**config.mk**
```make
export PLATFORM = sky130hd
export DESIGN_NAME = hex_record_parser_unit_flat
export DESIGN_NICKNAME = d
export VERILOG_FILES = /design/src/rtl/hrp_pkg.sv /design/src/rtl/hrp_req_if.sv /design/src/rtl/hrp_rsp_if.sv /design/src/rtl/hrp_char_stage.sv /design/src/rtl/hrp_record_core.sv /design/src/rtl/hrp_rsp_stage.sv /design/src/rtl/hex_record_parser_unit.sv /design/src/flat_wrapper.sv
export VERILOG_INCLUDE_DIRS = /design/src /design/src/rtl
export SDC_FILE = /design/constraint.sdc
export NUM_CORES = 1
export LEC_CHECK = 0
export BUFFER_PORTS_ARGS = -buffer_cell sky130_fd_sc_hd__clkbuf_2
export CORE_MARGIN = 2
export CORE_UTILIZATION = 35
export CTS_BUF_LIST = sky130_fd_sc_hd__clkbuf_16
export DETAILED_ROUTE_END_ITERATION = 8
export GPL_TIMING_DRIVEN = 0
export PLACE_DENSITY = 0.54
export SKIP_LAST_GASP = 1
export SLEW_MARGIN = 20
export SYNTH_ARGS = -nofsm -noshare
export SYNTH_HDL_FRONTEND = slang
export SYNTH_SLANG_ARGS = --single-unit
```
**constraint.sdc**
```tcl
create_clock -name clock -period 6.41 [get_ports clock]
set_input_delay 0.9615 -clock clock [delete_from_list [all_inputs] [get_ports clock]]
set_output_delay 0.9615 -clock clock [all_outputs]
set_load 0.1 [all_outputs]
```
**src/rtl/hex_record_parser_unit_assert.svh**
```systemverilog
// ----------------------------------------------------------------------------
// Hex record parser assertion macros
// Concurrent assertion shorthands used by the parser record core.
// ----------------------------------------------------------------------------
`ifndef HEX_RECORD_PARSER_UNIT_ASSERT_SVH
`define HEX_RECORD_PARSER_UNIT_ASSERT_SVH
`ifndef ASSERT_OFF
`define HRP_ASSERT_IMPLIES(label, clk, rst, ante, cons) \
   label: assert property (@(posedge clk) disable iff (rst) (ante) |-> (cons)) \
      else $error("hex record parser assertion failed");
`define HRP_ASSERT_NEXT(label, clk, rst, ante, cons) \
   label: assert property (@(posedge clk) disable iff (rst) (ante) |=> (cons)) \
      else $error("hex record parser assertion failed");
`else
`define HRP_ASSERT_IMPLIES(label, clk, rst, ante, cons)
`define HRP_ASSERT_NEXT(label, clk, rst, ante, cons)
`endif
`endif

```
**src/rtl/hrp_pkg.sv**
```systemverilog
`timescale 1ns / 1ps
// ----------------------------------------------------------------------------
// Hex record parser package
// Shared result codes, record types, widths and inter-module structs.
// ----------------------------------------------------------------------------
package hrp_pkg;

   localparam int unsigned ADDR_W = 34;

   localparam logic [2:0] KIND_DATA     = 3'd0;
   localparam logic [2:0] KIND_REC_OK   = 3'd1;
   localparam logic [2:0] KIND_END      = 3'd2;
   localparam logic [2:0] KIND_BASE     = 3'd3;
   localparam logic [2:0] KIND_DISCARD  = 3'd4;
   localparam logic [2:0] KIND_CSUM_ERR = 3'd5;
   localparam logic [2:0] KIND_FMT_ERR  = 3'd6;

   localparam logic [7:0] TYPE_DATA   = 8'h00;
   localparam logic [7:0] TYPE_EOF    = 8'h01;
   localparam logic [7:0] TYPE_SEG    = 8'h02;
   localparam logic [7:0] TYPE_LIN    = 8'h04;
   localparam logic [7:0] TYPE_DATA32 = 8'h20;

   localparam logic [9:0] DIGIT_MAX = 10'd1023;

   typedef struct packed {
      logic       is_eol;
      logic       is_colon;
      logic       is_hex;
      logic       is_blank;
      logic [3:0] hex_val;
   } char_class_type;

   typedef struct packed {
      logic [2:0]        kind;
      logic [ADDR_W-1:0] byte_address;
      logic [7:0]        data_byte;
      logic              end_seen;
   } result_type;

endpackage

```
**src/rtl/hrp_req_if.sv**
```systemverilog
`timescale 1ns / 1ps
// ----------------------------------------------------------------------------
// Hex record parser character channel
// Valid/ready channel carrying one text character per beat.
// ----------------------------------------------------------------------------
interface hrp_req_if;
   logic       valid;
   logic       ready;
   logic [7:0] char_in;

   modport source (output valid, output char_in, input ready);
   modport sink (input valid, input char_in, output ready);
endinterface

```
**src/rtl/hrp_rsp_if.sv**
```systemverilog
`timescale 1ns / 1ps
// ----------------------------------------------------------------------------
// Hex record parser result channel
// Valid/ready channel carrying one parse result per beat.
// ----------------------------------------------------------------------------
interface hrp_rsp_if;
   logic                      valid;
   logic                      ready;
   logic [2:0]                kind;
   logic [hrp_pkg::ADDR_W-1:0] byte_address;
   logic [7:0]                data_byte;
   logic                      end_seen;

   modport source (output valid, output kind, output byte_address, output data_byte,
                   output end_seen, input ready);
   modport sink (input valid, input kind, input byte_address, input data_byte,
                 input end_seen, output ready);
endinterface

```
**src/rtl/hrp_char_stage.sv**
```systemverilog
`timescale 1ns / 1ps
// ----------------------------------------------------------------------------
// Hex record parser character stage
// Input register that accepts a character beat and stores its decoded class.
// ----------------------------------------------------------------------------
module hrp_char_stage (
   input  logic                    clock,
   input  logic                    reset,
   hrp_req_if.sink                 req,
   input  logic                    take,
   output logic                    cls_valid,
   output hrp_pkg::char_class_type cls
);

   logic                    valid_ff, valid_in;
   hrp_pkg::char_class_type cls_ff, cls_in;
   logic [7:0]              c;

   assign req.ready = !valid_ff || take;
   assign cls_valid = valid_ff;
   assign cls       = cls_ff;
   assign c         = req.char_in;

   always_comb begin
      cls_in          = '0;
      cls_in.is_eol   = (c == 8'h0D) || (c == 8'h0A);
      cls_in.is_colon = (c == 8'h3A);
      cls_in.is_blank = (c <= 8'h20);
      if (c >= 8'h30 && c <= 8'h39) begin
         cls_in.is_hex  = 1'b1;
         cls_in.hex_val = 4'(c - 8'h30);
      end else if (c >= 8'h41 && c <= 8'h46) begin
         cls_in.is_hex  = 1'b1;
         cls_in.hex_val = 4'(c - 8'h37);
      end else if (c >= 8'h61 && c <= 8'h66) begin
         cls_in.is_hex  = 1'b1;
         cls_in.hex_val = 4'(c - 8'h57);
      end
   end

   assign valid_in = (req.valid && req.ready) || (valid_ff && !take);

   always_ff @(posedge clock) begin
      if (reset) begin
         valid_ff <= 1'b0;
      end else begin
         valid_ff <= valid_in;
      end
   end

   always_ff @(posedge clock) begin
      if (req.valid && req.ready) begin
         cls_ff <= cls_in;
      end
   end

endmodule

```
**src/rtl/hrp_record_core.sv**
```systemverilog
`timescale 1ns / 1ps
`include "hex_record_parser_unit_assert.svh"
// ----------------------------------------------------------------------------
// Hex record parser record core
// Record state machine, checksum, base registers and result formation.
// ----------------------------------------------------------------------------
module hrp_record_core (
   input  logic                    clock,
   input  logic                    reset,
   input  logic                    csr_wr_en,
   input  logic                    csr_wr_data,
   input  logic                    cls_valid,
   input  hrp_pkg::char_class_type cls,
   input  logic                    slot_free,
   output logic                    take,
   output logic                    res_load,
   output hrp_pkg::result_type     res
);

   localparam logic [1:0] PH_IDLE  = 2'd0;
   localparam logic [1:0] PH_SKIP  = 2'd1;
   localparam logic [1:0] PH_REC   = 2'd2;
   localparam logic [1:0] PH_TRAIL = 2'd3;

   logic [1:0]                 phase_ff, phase_in;
   logic [9:0]                 dc_ff, dc_in;
   logic [3:0]                 nib_ff, nib_in;
   logic [7:0]                 bc_ff, bc_in;
   logic [15:0]                raddr_ff, raddr_in;
   logic [7:0]                 rtype_ff, rtype_in;
   logic [7:0]                 sum_ff, sum_in;
   logic [15:0]                ext_ff, ext_in;
   logic [20:0]                seg_ff, seg_in;
   logic [32:0]                lin_ff, lin_in;
   logic                       line_bad_ff, line_bad_in;
   logic                       end_ff, end_in;
   logic                       halted_ff, halted_in;
   logic                       wa_ff;
   logic [hrp_pkg::ADDR_W-1:0] bsum_ff;
   logic [hrp_pkg::ADDR_W-1:0] abase_ff;

   logic [8:0]  k;
   logic [8:0]  idx;
   logic [7:0]  byte_val;
   logic [9:0]  k_limit;
   logic [9:0]  need;
   logic        data_type;
   logic [20:0] seg_val;
   logic [32:0] lin_val;
   logic        data_load;
   logic        in_record;

   assign take      = cls_valid && slot_free;
   assign k         = dc_ff[9:1];
   assign idx       = 9'(k - 9'd4);
   assign byte_val  = {nib_ff, cls.hex_val};
   assign k_limit   = {2'b00, bc_ff} + 10'd4;
   assign need      = {1'b0, bc_ff, 1'b0} + 10'd10;
   assign data_type = (rtype_ff == hrp_pkg::TYPE_DATA) || (rtype_ff == hrp_pkg::TYPE_DATA32);
   assign seg_val   = wa_ff ? {ext_ff, 5'b0} : {1'b0, ext_ff, 4'b0};
   assign lin_val   = wa_ff ? {ext_ff, 17'b0} : {1'b0, ext_ff, 16'b0};
   assign data_load = res_load && (res.kind == hrp_pkg::KIND_DATA);
   assign in_record = (phase_ff == PH_REC) || (phase_ff == PH_TRAIL);

   always_comb begin
      phase_in    = phase_ff;
      dc_in       = dc_ff;
      nib_in      = nib_ff;
      bc_in       = bc_ff;
      raddr_in    = raddr_ff;
      rtype_in    = rtype_ff;
      sum_in      = sum_ff;
      ext_in      = ext_ff;
      seg_in      = seg_ff;
      lin_in      = lin_ff;
      line_bad_in = line_bad_ff;
      end_in      = end_ff;
      halted_in   = halted_ff;
      res_load    = 1'b0;
      res         = '0;
      if (take && !halted_ff) begin
         case (phase_ff)
            PH_IDLE: begin
               if (cls.is_colon) begin
                  dc_in       = '0;
                  nib_in      = '0;
                  bc_in       = '0;
                  raddr_in    = '0;
                  rtype_in    = '0;
                  sum_in      = '0;
                  ext_in      = '0;
                  line_bad_in = 1'b0;
                  phase_in    = PH_REC;
               end else if (!cls.is_eol) begin
                  phase_in = PH_SKIP;
               end
            end
            PH_SKIP: begin
               if (cls.is_eol) begin
                  phase_in = PH_IDLE;
               end
            end
            PH_REC, PH_TRAIL: begin
               if (cls.is_eol) begin
                  phase_in = PH_IDLE;
                  if (line_bad_ff) begin
                     res_load = 1'b1;
                     res.kind = hrp_pkg::KIND_DISCARD;
                  end else if (dc_ff > need + 10'd3) begin
                     halted_in = 1'b1;
                     res_load  = 1'b1;
                     res.kind  = hrp_pkg::KIND_FMT_ERR;
                  end else if (dc_ff < need) begin
                     res_load = 1'b1;
                     res.kind = hrp_pkg::KIND_DISCARD;
                  end else if (rtype_ff == hrp_pkg::TYPE_EOF && bc_ff == 8'd0) begin
                     end_in   = 1'b1;
                     res_load = 1'b1;
                     res.kind = hrp_pkg::KIND_END;
                  end else if (rtype_ff == hrp_pkg::TYPE_SEG ||
                               rtype_ff == hrp_pkg::TYPE_LIN) begin
                     res_load = 1'b1;
                     if (bc_ff != 8'd2) begin
                        halted_in = 1'b1;
                        res.kind  = hrp_pkg::KIND_FMT_ERR;
                     end else begin
                        res.kind = hrp_pkg::KIND_BASE;
                        if (rtype_ff == hrp_pkg::TYPE_SEG) begin
                           seg_in = seg_val;
                        end else begin
                           lin_in = lin_val;
                        end
                     end
                  end else if (data_type && bc_ff != 8'd0) begin
                     res_load = 1'b1;
                     if (sum_ff == 8'd0) begin
                        res.kind = hrp_pkg::KIND_REC_OK;
                     end else begin
                        halted_in = 1'b1;
                        res.kind  = hrp_pkg::KIND_CSUM_ERR;
                     end
                  end
               end else if (!cls.is_hex) begin
                  if (cls.is_blank) begin
                     phase_in = PH_TRAIL;
                  end else begin
                     line_bad_in = 1'b1;
                  end
               end else begin
                  if (phase_ff == PH_TRAIL) begin
                     line_bad_in = 1'b1;
                  end
                  if (dc_ff != hrp_pkg::DIGIT_MAX) begin
                     dc_in = dc_ff + 10'd1;
                     if (!dc_ff[0]) begin
                        nib_in = cls.hex_val;
                     end else if ({1'b0, k} <= k_limit) begin
                        sum_in = sum_ff + byte_val;
                        case (k)
                           9'd0: bc_in = byte_val;
                           9'd1: raddr_in[15:8] = byte_val;
                           9'd2: raddr_in[7:0] = byte_val;
                           9'd3: rtype_in = byte_val;
                           9'd4: ext_in[15:8] = byte_val;
                           9'd5: ext_in[7:0] = byte_val;
                           default: sum_in = sum_ff + byte_val;
                        endcase
                        if (k >= 9'd4 && {1'b0, k} < k_limit && !line_bad_in && data_type) begin
                           res_load          = 1'b1;
                           res.kind          = hrp_pkg::KIND_DATA;
                           res.byte_address  = abase_ff + hrp_pkg::ADDR_W'(idx[7:0]);
                           res.data_byte     = byte_val;
                        end
                     end
                  end
               end
            end
            default: phase_in = PH_IDLE;
         endcase
      end
      res.end_seen = end_in;
   end

   always_ff @(posedge clock) begin
      if (reset) begin
         phase_ff    <= PH_IDLE;
         dc_ff       <= '0;
         nib_ff      <= '0;
         bc_ff       <= '0;
         raddr_ff    <= '0;
         rtype_ff    <= '0;
         sum_ff      <= '0;
         ext_ff      <= '0;
         seg_ff      <= '0;
         lin_ff      <= '0;
         line_bad_ff <= 1'b0;
         end_ff      <= 1'b0;
         halted_ff   <= 1'b0;
         wa_ff       <= 1'b0;
      end else begin
         phase_ff    <= phase_in;
         dc_ff       <= dc_in;
         nib_ff      <= nib_in;
         bc_ff       <= bc_in;
         raddr_ff    <= raddr_in;
         rtype_ff    <= rtype_in;
         sum_ff      <= sum_in;
         ext_ff      <= ext_in;
         seg_ff      <= seg_in;
         lin_ff      <= lin_in;
         line_bad_ff <= line_bad_in;
         end_ff      <= end_in;
         halted_ff   <= halted_in;
         if (csr_wr_en) begin
            wa_ff <= csr_wr_data;
         end
      end
   end

   // The address base is registered from the address bytes, and from the bases
   // through the base sum register, so it settles well before the first data byte can follow.
   always_ff @(posedge clock) begin
      bsum_ff  <= hrp_pkg::ADDR_W'(seg_ff) + hrp_pkg::ADDR_W'(lin_ff);
      abase_ff <= bsum_ff + (wa_ff ? hrp_pkg::ADDR_W'({raddr_ff, 1'b0})
                                   : hrp_pkg::ADDR_W'(raddr_ff));
   end

   `HRP_ASSERT_NEXT(a_halt_latches, clock, reset, halted_ff, halted_ff)
   `HRP_ASSERT_IMPLIES(a_halt_quiet, clock, reset, halted_ff, !res_load)
   `HRP_ASSERT_NEXT(a_end_sticky, clock, reset, end_ff, end_ff)
   `HRP_ASSERT_IMPLIES(a_data_in_record, clock, reset, data_load, in_record)

endmodule

```
**src/rtl/hrp_rsp_stage.sv**
```systemverilog
`timescale 1ns / 1ps
// ----------------------------------------------------------------------------
// Hex record parser result stage
// Output register that holds a result beat until the sink takes it.
// ----------------------------------------------------------------------------
module hrp_rsp_stage (
   input  logic                clock,
   input  logic                reset,
   input  logic                res_load,
   input  hrp_pkg::result_type res,
   output logic                slot_free,
   hrp_rsp_if.source           rsp
);

   logic                valid_ff, valid_in;
   hrp_pkg::result_type res_ff;

   assign slot_free        = !valid_ff || rsp.ready;
   assign valid_in         = res_load || (valid_ff && !rsp.ready);
   assign rsp.valid        = valid_ff;
   assign rsp.kind         = res_ff.kind;
   assign rsp.byte_address = res_ff.byte_address;
   assign rsp.data_byte    = res_ff.data_byte;
   assign rsp.end_seen     = res_ff.end_seen;

   always_ff @(posedge clock) begin
      if (reset) begin
         valid_ff <= 1'b0;
      end else begin
         valid_ff <= valid_in;
      end
   end

   always_ff @(posedge clock) begin
      if (res_load) begin
         res_ff <= res;
      end
   end

endmodule

```
**src/rtl/hex_record_parser_unit.sv**
```systemverilog
`timescale 1ns / 1ps
// ----------------------------------------------------------------------------
// Hex record parser unit
// Streaming parser for hex-record text, one character beat in, at most one
// result beat out per character.
//
// Channel   Direction  Handshake        Payload
// req_bus   in         valid / ready    char_in
// rsp_bus   out        valid / ready    kind, byte_address, data_byte, end_seen
// csr       in         csr_wr_en        csr_wr_data (word addressing)
//
// One character beat is taken every cycle when the result side keeps up.
// A result beat passes through the character register and then the result register:
// the character is decoded from its register straight into the result register.
// Reset is synchronous and returns the parser to the start of a line.
// A stalled result holds in its register and stops the character register;
// req_bus.ready falls at once, or after one more beat if that register is empty.
// ----------------------------------------------------------------------------
module hex_record_parser_unit (
   input  logic        clock,
   input  logic        reset,
   input  logic        csr_wr_en,
   input  logic        csr_wr_data,
   hrp_req_if.sink     req_bus,
   hrp_rsp_if.source   rsp_bus
);

   logic                    cls_valid;
   hrp_pkg::char_class_type cls;
   logic                    take;
   logic                    slot_free;
   logic                    res_load;
   hrp_pkg::result_type     res;

   hrp_char_stage u_char_stage (
      .clock     (clock),
      .reset     (reset),
      .req       (req_bus),
      .take      (take),
      .cls_valid (cls_valid),
      .cls       (cls)
   );

   hrp_record_core u_record_core (
      .clock       (clock),
      .reset       (reset),
      .csr_wr_en   (csr_wr_en),
      .csr_wr_data (csr_wr_data),
      .cls_valid   (cls_valid),
      .cls         (cls),
      .slot_free   (slot_free),
      .take        (take),
      .res_load    (res_load),
      .res         (res)
   );

   hrp_rsp_stage u_rsp_stage (
      .clock     (clock),
      .reset     (reset),
      .res_load  (res_load),
      .res       (res),
      .slot_free (slot_free),
      .rsp       (rsp_bus)
   );

endmodule
```
**src/flat_wrapper.sv**
```systemverilog
// flat-port wrapper written by rule: the top's interface ports become plain ports
module hex_record_parser_unit_flat 
  (clock, reset, csr_wr_en, csr_wr_data, req_bus_valid, req_bus_char_in, req_bus_ready, rsp_bus_valid, rsp_bus_kind, rsp_bus_byte_address, rsp_bus_data_byte, rsp_bus_end_seen, rsp_bus_ready);
  hrp_req_if req_bus_i ();
  hrp_rsp_if rsp_bus_i ();
  input  logic clock;
  input  logic reset;
  input  logic csr_wr_en;
  input  logic csr_wr_data;
  input wire logic [$bits(req_bus_i.valid)-1:0] req_bus_valid;
  input wire logic [$bits(req_bus_i.char_in)-1:0] req_bus_char_in;
  output wire logic [$bits(req_bus_i.ready)-1:0] req_bus_ready;
  output wire logic [$bits(rsp_bus_i.valid)-1:0] rsp_bus_valid;
  output wire logic [$bits(rsp_bus_i.kind)-1:0] rsp_bus_kind;
  output wire logic [$bits(rsp_bus_i.byte_address)-1:0] rsp_bus_byte_address;
  output wire logic [$bits(rsp_bus_i.data_byte)-1:0] rsp_bus_data_byte;
  output wire logic [$bits(rsp_bus_i.end_seen)-1:0] rsp_bus_end_seen;
  input wire logic [$bits(rsp_bus_i.ready)-1:0] rsp_bus_ready;
  assign req_bus_i.valid = req_bus_valid;
  assign req_bus_i.char_in = req_bus_char_in;
  assign req_bus_ready = req_bus_i.ready;
  assign rsp_bus_valid = rsp_bus_i.valid;
  assign rsp_bus_kind = rsp_bus_i.kind;
  assign rsp_bus_byte_address = rsp_bus_i.byte_address;
  assign rsp_bus_data_byte = rsp_bus_i.data_byte;
  assign rsp_bus_end_seen = rsp_bus_i.end_seen;
  assign rsp_bus_i.ready = rsp_bus_ready;
  hex_record_parser_unit u_core (.clock(clock), .reset(reset), .csr_wr_en(csr_wr_en), .csr_wr_data(csr_wr_data), .req_bus(req_bus_i), .rsp_bus(rsp_bus_i));
endmodule
```
=== Word-level counts from Yosys, hierarchy flattened ===
Index checks and enable logic that the tools add are counted.

* Bitwise operators: 13
* Add/sub/neg operators: 12
* Eq/ne operators: 39
* Multiplexer cells: 115
* Order comparisons: 12
* Reductions and logical operators: 52

{| class="wikitable"
|+ Operators with widths
! operator !! number
|-
| $mux W45 || 4
|-
| $mux W16 || 11
|-
| $mux W8 || 22
|-
| $pmux W16 S2 || 2
|-
| $reduce_and A9 Y1 || 7
|-
| $pmux W8 S2 || 3
|-
| $mux W42 || 1
|-
| $mux W10 || 4
|-
| $mux W1 || 38
|-
| $add A21 B33 Y34 || 1
|-
| $add A34 B17 Y34 || 1
|-
| $add A34 B8 Y34 || 1
|-
| $mux W33 || 1
|-
| $mux W4 || 8
|-
| $mux W3 || 9
|-
| $logic_not A8 Y1 || 3
|-
| $mux W21 || 1
|-
| $pmux W10 S2 || 1
|-
| $reduce_and A10 Y1 || 2
|-
| $eq A9 B2 Y1 const B || 2
|-
| $eq A9 B3 Y1 const B || 2
|-
| $ne A2 B1 Y1 const B || 9
|-
| $mux W17 || 1
|-
| $eq A8 B4 Y1 const B || 2
|-
| other kinds (50) || 107
|}

* Output and inout bits: 48
* Bits in registers: 254

=== Longest topological paths before layout ===
Gate-level depths: netlist of run 1.

* Word-level depth: 18
* Gate-level depth with buffers: 17
* Mapped depth without buffers: 15

=== By module ===
Synthesis of run 1 repeated with hierarchy kept, for this count alone.

* Cells, all modules: 1304
* Area total of the unflattened synthesis: 12356.9 um2

{| class="wikitable"
|+ By module, submodules not included
! module !! times used !! area each (um2) !! cells an instance
|-
| hrp_record_core || 1 || 10349.9 || 1204
|-
| hrp_rsp_stage || 1 || 1427.6 || 50
|-
| hrp_char_stage || 1 || 579.3 || 50
|}

=== Worst setup path after synthesis of run 1 ===
Ideal clock, no wire load.

* Kind: register to register
* Start: register u_core.u_record_core.bc_ff[2]
* End: register u_core.u_rsp_stage.res_ff (netlist bit u_core.u_rsp_stage.rsp.byte_address[0]) (enable)
* Period minus slack after synthesis: 4.541 ns
* Data arrival time: 3.972 ns
* Stages on the path, launching flop included: 15
* Setup time: 0.570 ns
* Slack: 1.869 ns
* Path buffers: 0
* Path through: dfxtp_1 > inv_1 > ha_1 > a21oi_1 > xnor2_1 > inv_1 > nor3_1 > nand3b_1 > o31a_1 > ha_1 > nand4_1 > or4_1 > o21a_2 > o31ai_1 > nand2_1

* Word-level cells in the longest chain between the ends: 13
* Elaborated cells on any way between the ends: 28
* Those cells by class: add/sub (3); order compare (4); mux (14); reduce/logical (7)

{| class="wikitable"
|+ RTL lines
! item !! RTL line !! RTL
|-
| start, declared || hrp_record_core.sv:28 || <nowiki>logic [7:0] bc_ff, bc_in;</nowiki>
|-
| start signal, assigned || hrp_record_core.sv:204 || <nowiki>bc_ff <= bc_in;</nowiki>
|-
| parallel branches: the longest is 10 deep, another holds $add A9 B4 Y10 || -- ||
|-
| $mux W1 (*) || hrp_record_core.sv:104 || <nowiki>if (cls.is_eol) begin</nowiki>
|-
| $mux W1 (*) || hrp_record_core.sv:82 || <nowiki>case (phase_ff)</nowiki>
|-
| $mux W1 (*) || hrp_record_core.sv:81 || <nowiki>if (take && !halted_ff) begin</nowiki>
|-
| net u_core.res_load || hex_record_parser_unit.sv:32 || <nowiki>logic res_load;</nowiki>
|-
| end signal, assigned || hrp_rsp_stage.sv:36 || <nowiki>res_ff <= res;</nowiki>
|-
| end, declared || hrp_rsp_stage.sv:16 || <nowiki>hrp_pkg::result_type res_ff;</nowiki>
|}

Mark *: on every way through the listed nets, which the timed path passes.
A chain may end at the register's enable or synchronous reset.

=== Worst setup path in the final report of run 1 ===
* Start: register u_core.u_record_core.bc_ff[2]
* End: register u_core.u_rsp_stage.res_ff (netlist bit u_core.u_rsp_stage.rsp.byte_address[23]) (enable)

The elaborated chain is that of the path after synthesis.

==> results of run 1 <==
[placed cells by master, fill, tap and decap left out, types with 30 or more instances in the layout]
cell type  Yosys  layout
ha_1          77      77
inv_1         57      59
nand2_1       60      59
mux2i_1      104     104
dfxtp_1      176     176
nand3_1       36      36
nand2b_1      42      42
edfxtp_1      54      54
xnor2_1       66      66
a21oi_1       38      38
nor2_1       152     152
nor3_1        30      30
clkbuf_1      39      39
clkbuf_2       0      59
[report_power, final]
group | internal [uW] | switching (uW) | total, uW
clock | 910 | 601 | 1510
combinational | 37.6 | 73.5 | 111
sequential | 1490 | 6.11 | 1490
total | 2430 | 681 | 3110
[synth_stat cells, types with 15 or more instances]
| library cell | instances |
|---|---|
| a21oi_1 | 38 |
| clkbuf_1 | 39 |
| dfxtp_1 | 176 |
| edfxtp_1 | 54 |
| ha_1 | 77 |
| inv_1 | 57 |
| mux2i_1 | 104 |
| nand2_1 | 60 |
| nand2b_1 | 42 |
| nand3_1 | 36 |
| nand4_1 | 17 |
| nor2_1 | 152 |
| nor2b_1 | 15 |
| nor3_1 | 30 |
| o21ai_0 | 28 |
| or2_2 | 18 |
| xnor2_1 | 66 |
| xor2_1 | 26 |
[area by class of cell]
class | instances | area (um2) | share of cell area, %
Sequential cell | 230 | 5140 | 36.8
Tap cell | 455 | 569 | 4.07
Inverter | 60 | 225 | 1.61
Clock inverter | 20 | 178 | 1.27
Multi-Input combinational cell | 916 | 6650 | 47.5
Timing Repair Buffer | 59 | 295 | 2.11
Buffer | 50 | 238 | 1.70
Clock buffer | 28 | 701 | 5.01
[registers in the layout, summed over array words and instances (netlist names), 10 cells and up]
name	cells
u_core.u_record_core.abase_ff	34
u_core.u_record_core.bsum_ff	30
u_core.u_record_core.dc_ff	10
u_core.u_record_core.ext_ff	16
u_core.u_record_core.lin_ff	17
u_core.u_record_core.raddr_ff	16
u_core.u_record_core.seg_ff	17
u_core.u_rsp_stage.rsp.byte_address	34
[stage by stage]
stage	std cells	area, um2	utilization [%]	setup slack (ns)
after floorplan	1256	12200	-	1.87
after global placement	1770	13100	38.0	0.807
after detailed placement	1770	13100	38.1	1.76
after CTS	1818	14000	40.6	1.74
after global routing	1818	14000	40.6	1.42
final	1818	14000	40.6	1.71
[cell families after synthesis]
group | synth area share (%)
AND/OR/NAND/NOR | 19.0
flip-flops | 42.0
multiplexers | 9.79
buffers and inverters | 3.78
adder cells (fa/ha/maj) | 8.52
XOR/XNOR | 6.58
AO/OA/AOI/OAI | 10.4
[routing by layer]
| metal | vias up | GRT usage, % | share of wire [%] |
|---|---|---|---|
| li1 | 4617 | - | - |
| met1 | 4137 | 22.1 | 49 |
| met2 | 138 | 26.6 | 45 |
| met3 | 42 | 2.29 | 4.4 |
| met4 | 0 | 4.35 | 2.1 |
| met5 | - | 0 | 0 |
[worst paths after layout]
path                             startpoint                                      end  depth (start not counted)
max           u_core.u_record_core.bc_ff[2]  u_core.u_rsp_stage.rsp.byte_address[23]                         14
min          u_core.u_record_core.seg_ff[9]          u_core.u_record_core.bsum_ff[9]                          0
max reg2reg   u_core.u_record_core.bc_ff[2]  u_core.u_rsp_stage.rsp.byte_address[23]                         14
min reg2reg  u_core.u_record_core.seg_ff[9]          u_core.u_record_core.bsum_ff[9]                          0
[critical path, cell delays in order (launching register included)]
cell and delay, ns:
dfxtp_1 0.53, inv_1 0.14, ha_1 0.21, a21oi_1 0.21
xnor2_1 0.21, inv_1 0.11, nor3_1 0.29, nand3b_1 0.16
o31a_1 0.31, ha_1 0.29, nand4_1 0.16, or4_1 0.50
o21a_2 0.19, o31ai_1 0.45, nand2_4 0.48
==> reports/metrics.cfg, run 1 <==
[floorplan]
core-area_um2=34500
start_util_pct=35.5
die_w_um=191
dieArea_um2=36500
row_count=68
num_io_pins=62
dieHeight_um=191

[logic_synthesis]
ys_seq_area_share_pct=42.0
synth_largest_area_cell=dfxtp_1
avgSynthCellArea_um2=9.75
synth-edff-count=54
synth_nets=1351
postSynth.asyncResetShare_pct=0
synth_flop_cell=dfxtp_1
synth_cell_types=83
yosysWarnings=0
synthesis.area_um2=12200
yosys_register_bits=230
synth_area_leaders=dfxtp_1 (29%), edfxtp_1 (13%), mux2i_1 (8.5%), ha_1 (7.9%), xnor2_1 (4.7%)
syn_inst=1256
synth_top_area_share_pct=28.8

[global_routing]
grt_pass1_wl_um=47000
antenna_found_initial=0
grt_start_max_net_pins=47
grt_pass1_vias=8750
grt-ovfl-total=0
grt_usage_pct=16.1

[timing]
setup_violations=0
rsz0062_at_grt=no
finalCriticalPeriod_ns=4.70
fmax_mhz=213
final-hold-violation-count=0
finalMaxSlewViolations=0
fin_skew_ns=0.0204
hold_ws_ns=0.340
tightest_slew_ns=0.990
finalCritPeriodShare_pct=73.3
tns_ns=0
slew_headroom_pct=33.7

[routing]
wl_per_cell_um=15.8
wirelength_um=28700
avgViaCountPerCell=4.91
drt-initial-drc-count=475
route.detailed.drc=0
drt-pass1-iter-count=5
dr_total_vias=8934
final_antenna_net_count=0

[setup_path]
crit_path_max_fanout=46
crit_type=reg -> reg
worst-endpoint-arrival_ns=4.83
r2r_setup_slack_ns=1.71
required_ns=6.54
cp-start-kind=register
endpoint_kind=register

[pwr]
vdd.ir_drop.worst_mv=0.135
p_leak_uw=0.00568
finalPower_uw=3110
power.density_nw_per_um2=222

[clock_network]
h-tree-depth=1
path_clk_slew_ns=0.06
ctsResizeCount=0
cts_setup_buffers=0
cts_buffer_depth=3
holdBufCountCts=0
cts_tree=built
clkLatencyLatePin_ns=0.54
cts.sinks=230
numCtsBuffers=26
root_buffer=clkbuf_16

[placed_design]
routabilityCongestion=0.831
dp.final_hpwl_um=21500
io_buffers=59

[flow_run]
drv_cap=0

[worst_hold_path]
hold_path_class=reg -> reg

[final_layout]
n_fill_cell=3393
antenna_cells=0
area_growth_pct=14.3
final_layout_size_suffix_gt1_share_pct=12.7
nets=1438

[outcome]
status=complete, no violations

Power figures use the tool's default switching activity.
==> run 2: changes to the inputs <==
- PLACE_DENSITY: 0.54 -> 0.56
- clock period: 6.41 -> 4.2 ns (I/O delays scaled with it)
==> run 2 against run 1 <==
  * Count of clock-buffer cells in the layout shrank 1
  * Combinational power increased by 56%
  * Routed wire length up 0.59%
  * Die area did not move
  * Cell count rose by 0.50%
  * Clock skew down 0.00088 ns
  * Hold slack better by 0.0012 ns
  * Register-to-register slack worse by 1.5 ns
  * Sequential power grew 53%
  * Utilization increased by 0.30 points
  * First-iteration DRC count decreased by 14%
  * Via count is 0.88% higher
==> reports/metrics.cfg, run 2 (same netlist as run 1, synthesis figures left out) <==
[routing]
drt-pass1-iter-count=4  ; was 5
wl_per_cell_um=15.8  ; about the same
route.detailed.drc=0  ; unchanged
avgViaCountPerCell=4.93  ; was 4.91
drt-initial-drc-count=410  ; was 475
final_antenna_net_count=0  ; unchanged
wirelength_um=28900  ; was 28700 um
dr_total_vias=9013  ; was 8934

[pwr]
p_sw_share_pct=22.4  ; was 21.9%
switchingPower_uw=1020  ; was 681 uW
power.density_nw_per_um2=324  ; was 222 nW/um2
p_int_uw=3550  ; was 2430 uW
vdd.ir_drop.worst_mv=0.255  ; was 0.135 mV
pwr-share-seq_pct=49.8  ; was 47.9%
p_comb_share_pct=3.8  ; was 3.6%
p_leak_uw=0.00573  ; was 0.00568 uW
pwr-share-clk_pct=46.4  ; was 48.5%

[timing]
finalMaxSlewViolations=0  ; unchanged
setup_violations=0  ; unchanged
final-hold-violation-count=0  ; unchanged
finalCriticalPeriod_ns=4.03  ; was 4.70 ns
fin_skew_ns=0.0195  ; was 0.0204 ns
tightest_slew_ns=1.02  ; was 0.990 ns
slew_headroom_pct=30.6  ; was 33.7%
finalCritPeriodShare_pct=96.0  ; was 73.3%
fmax_mhz=248  ; was 213 MHz

[clock_network]
root_buffer=clkbuf_16  ; unchanged
path_clk_slew_ns=0.06  ; about the same
cts_buffer_depth=3  ; unchanged
h-tree-depth=1  ; unchanged
numCtsBuffers=25  ; was 26
cts.sinks=230  ; unchanged
cts_tree=built  ; unchanged
clkLatencyLatePin_ns=0.53  ; was 0.54 ns

[placed_design]
dp.final_hpwl_um=21400  ; was 21500 um
io_buffers=59  ; unchanged
place_area_um2=13100  ; unchanged
routabilityCongestion=0.836  ; was 0.831

[final_layout]
layout_common_cells=dfxtp_1 (174), nor2_1 (152), mux2i_1 (104)  ; was dfxtp_1 (176), nor2_1 (152), mux2i_1 (104)
final_layout_size_suffix_gt1_share_pct=14.5  ; was 12.7%
antenna_cells=0  ; unchanged
n_fill_cell=3423  ; was 3393
area_growth_pct=15.2  ; was 14.3%
design_area_um2=14100  ; was 14000 um2
utilization_pct=40.9  ; was 40.6%
final_common_cell=dfxtp_1  ; unchanged
multi_input_area_um2=6740  ; was 6650 um2
nets=1449  ; was 1438
seq_area_um2=5150  ; was 5140 um2

[outcome]
status=complete, no violations  ; unchanged

[worst_hold_path]
hold_path_class=in -> reg  ; was reg -> reg

[floorplan]
dieArea_um2=36500  ; unchanged
core-area_um2=34500  ; unchanged
dieHeight_um=191  ; unchanged
num_io_pins=62  ; unchanged
row_count=68  ; unchanged
start_util_pct=35.5  ; unchanged
die_w_um=191  ; unchanged

[setup_path]
cp-start-kind=register  ; unchanged
crit_type=reg -> reg  ; unchanged
worst-endpoint-arrival_ns=4.45  ; was 4.83 ns
r2r_setup_slack_ns=0.17  ; was 1.71 ns
required_ns=4.61  ; was 6.54 ns
crit_path_max_fanout=10  ; was 46
endpoint_kind=register  ; unchanged

[global_routing]
grt-ovfl-total=0  ; unchanged
grt_usage_pct=15.9  ; was 16.1%
antenna_found_initial=0  ; unchanged
grt_pass1_vias=8736  ; was 8750
grt_start_max_net_pins=24  ; was 47
grt_pass1_wl_um=46500  ; was 47000 um

[flow_run]
drv_cap=0  ; unchanged

run 2: cell types whose count changed in the layout (fill, tap and decap cells not counted), sizes merged:
| cell | delta |
|---|---|
| buf | +11 |
| bufinv | -2 |
| clkbuf | -1 |
| clkinv | -2 |
| inv | +2 |
| nand2 | +1 |
run 2: worst paths after layout:
check / from / endpoint / cells past startpoint
min reg2reg: u_core.u_record_core.seg_ff[12] / u_core.u_record_core.bsum_ff[12] / 0
max: u_core.u_record_core.bc_ff[1] / u_core.u_record_core.lin_ff[27] / 15
min: req_bus_valid / u_core.u_char_stage.cls_valid / 3
max reg2reg: u_core.u_record_core.bc_ff[1] / u_core.u_record_core.lin_ff[27] / 15
run 2: repair_timing:
item | in CTS | in global routing
cloned | 1 | 0
pin swaps | 1 | 4
buffers inserted | 2 | 9
endpoints found under the hold margin | 0 | 0
setup endpoints to repair | 90 | 79
hold buffers | 0 | 0
gates resized for setup | 14 | 7
run 2: through the flow:
| step | hold slack [ns] | setup TNS, ns | setup WS, ns | instances | power, uW |
|---|---|---|---|---|---|
| floorplan | 0.332 | 0 | 0.0596 | 1256 | 2440 |
| global placement | 0.341 | -45.01 | -0.723 | 1770 | 2490 |
| detailed placement | 0.344 | -34.88 | -0.490 | 1770 | 2500 |
| CTS | 0.332 | 0 | 0.0369 | 1818 | 4620 |
| global route | 0.365 | -0.0399 | -0.0220 | 1827 | 4720 |
| finish | 0.342 | 0 | 0.168 | 1827 | 4570 |
run 2: cell type report:
cell class,count,area share (%)
Inverter,60,1.60
Sequential cell,230,36.5
Clock buffer,27,4.79
Clock inverter,18,0.852
Multi-Input combinational cell,917,47.8
Buffer,50,1.73
Timing Repair Buffer,70,2.68
Tap cell,455,4.04
run 2: layer usage:
| layer | vias to the layer above | share of wire, % | global-route usage [%] |
|---|---|---|---|
| met5 | - | 0 | 0 |
| met4 | 0 | 1.8 | 3.79 |
| met3 | 37 | 3.9 | 1.98 |
| met2 | 144 | 46 | 27.3 |
| met1 | 4190 | 48 | 21.2 |
| li1 | 4642 | - | - |
run 2: power groups by stage:
stage | logic [uW] | clock network (uW) | registers (uW)
2_1_floorplan | 115 | 0 | 2330
3_5_place_dp | 171 | 0 | 2330
6_report | 173 | 2120 | 2280
3_3_place_gp | 169 | 0 | 2330
4_1_cts | 173 | 2170 | 2280
5_1_grt | 188 | 2260 | 2280
run 2: critical path, cell delays in order (launching register included):
cell	delay (ns)
dfxtp_1	0.50
ha_1	0.22
a21oi_2	0.07
nor2_1	0.15
nand2_1	0.09
xor2_1	0.20
nand3b_1	0.23
o31a_1	0.30
ha_1	0.29
nand4_1	0.14
or4_1	0.52
o21a_4	0.18
or4_4	0.57
buf_6	0.18
buf_12	0.15
mux2i_1	0.11
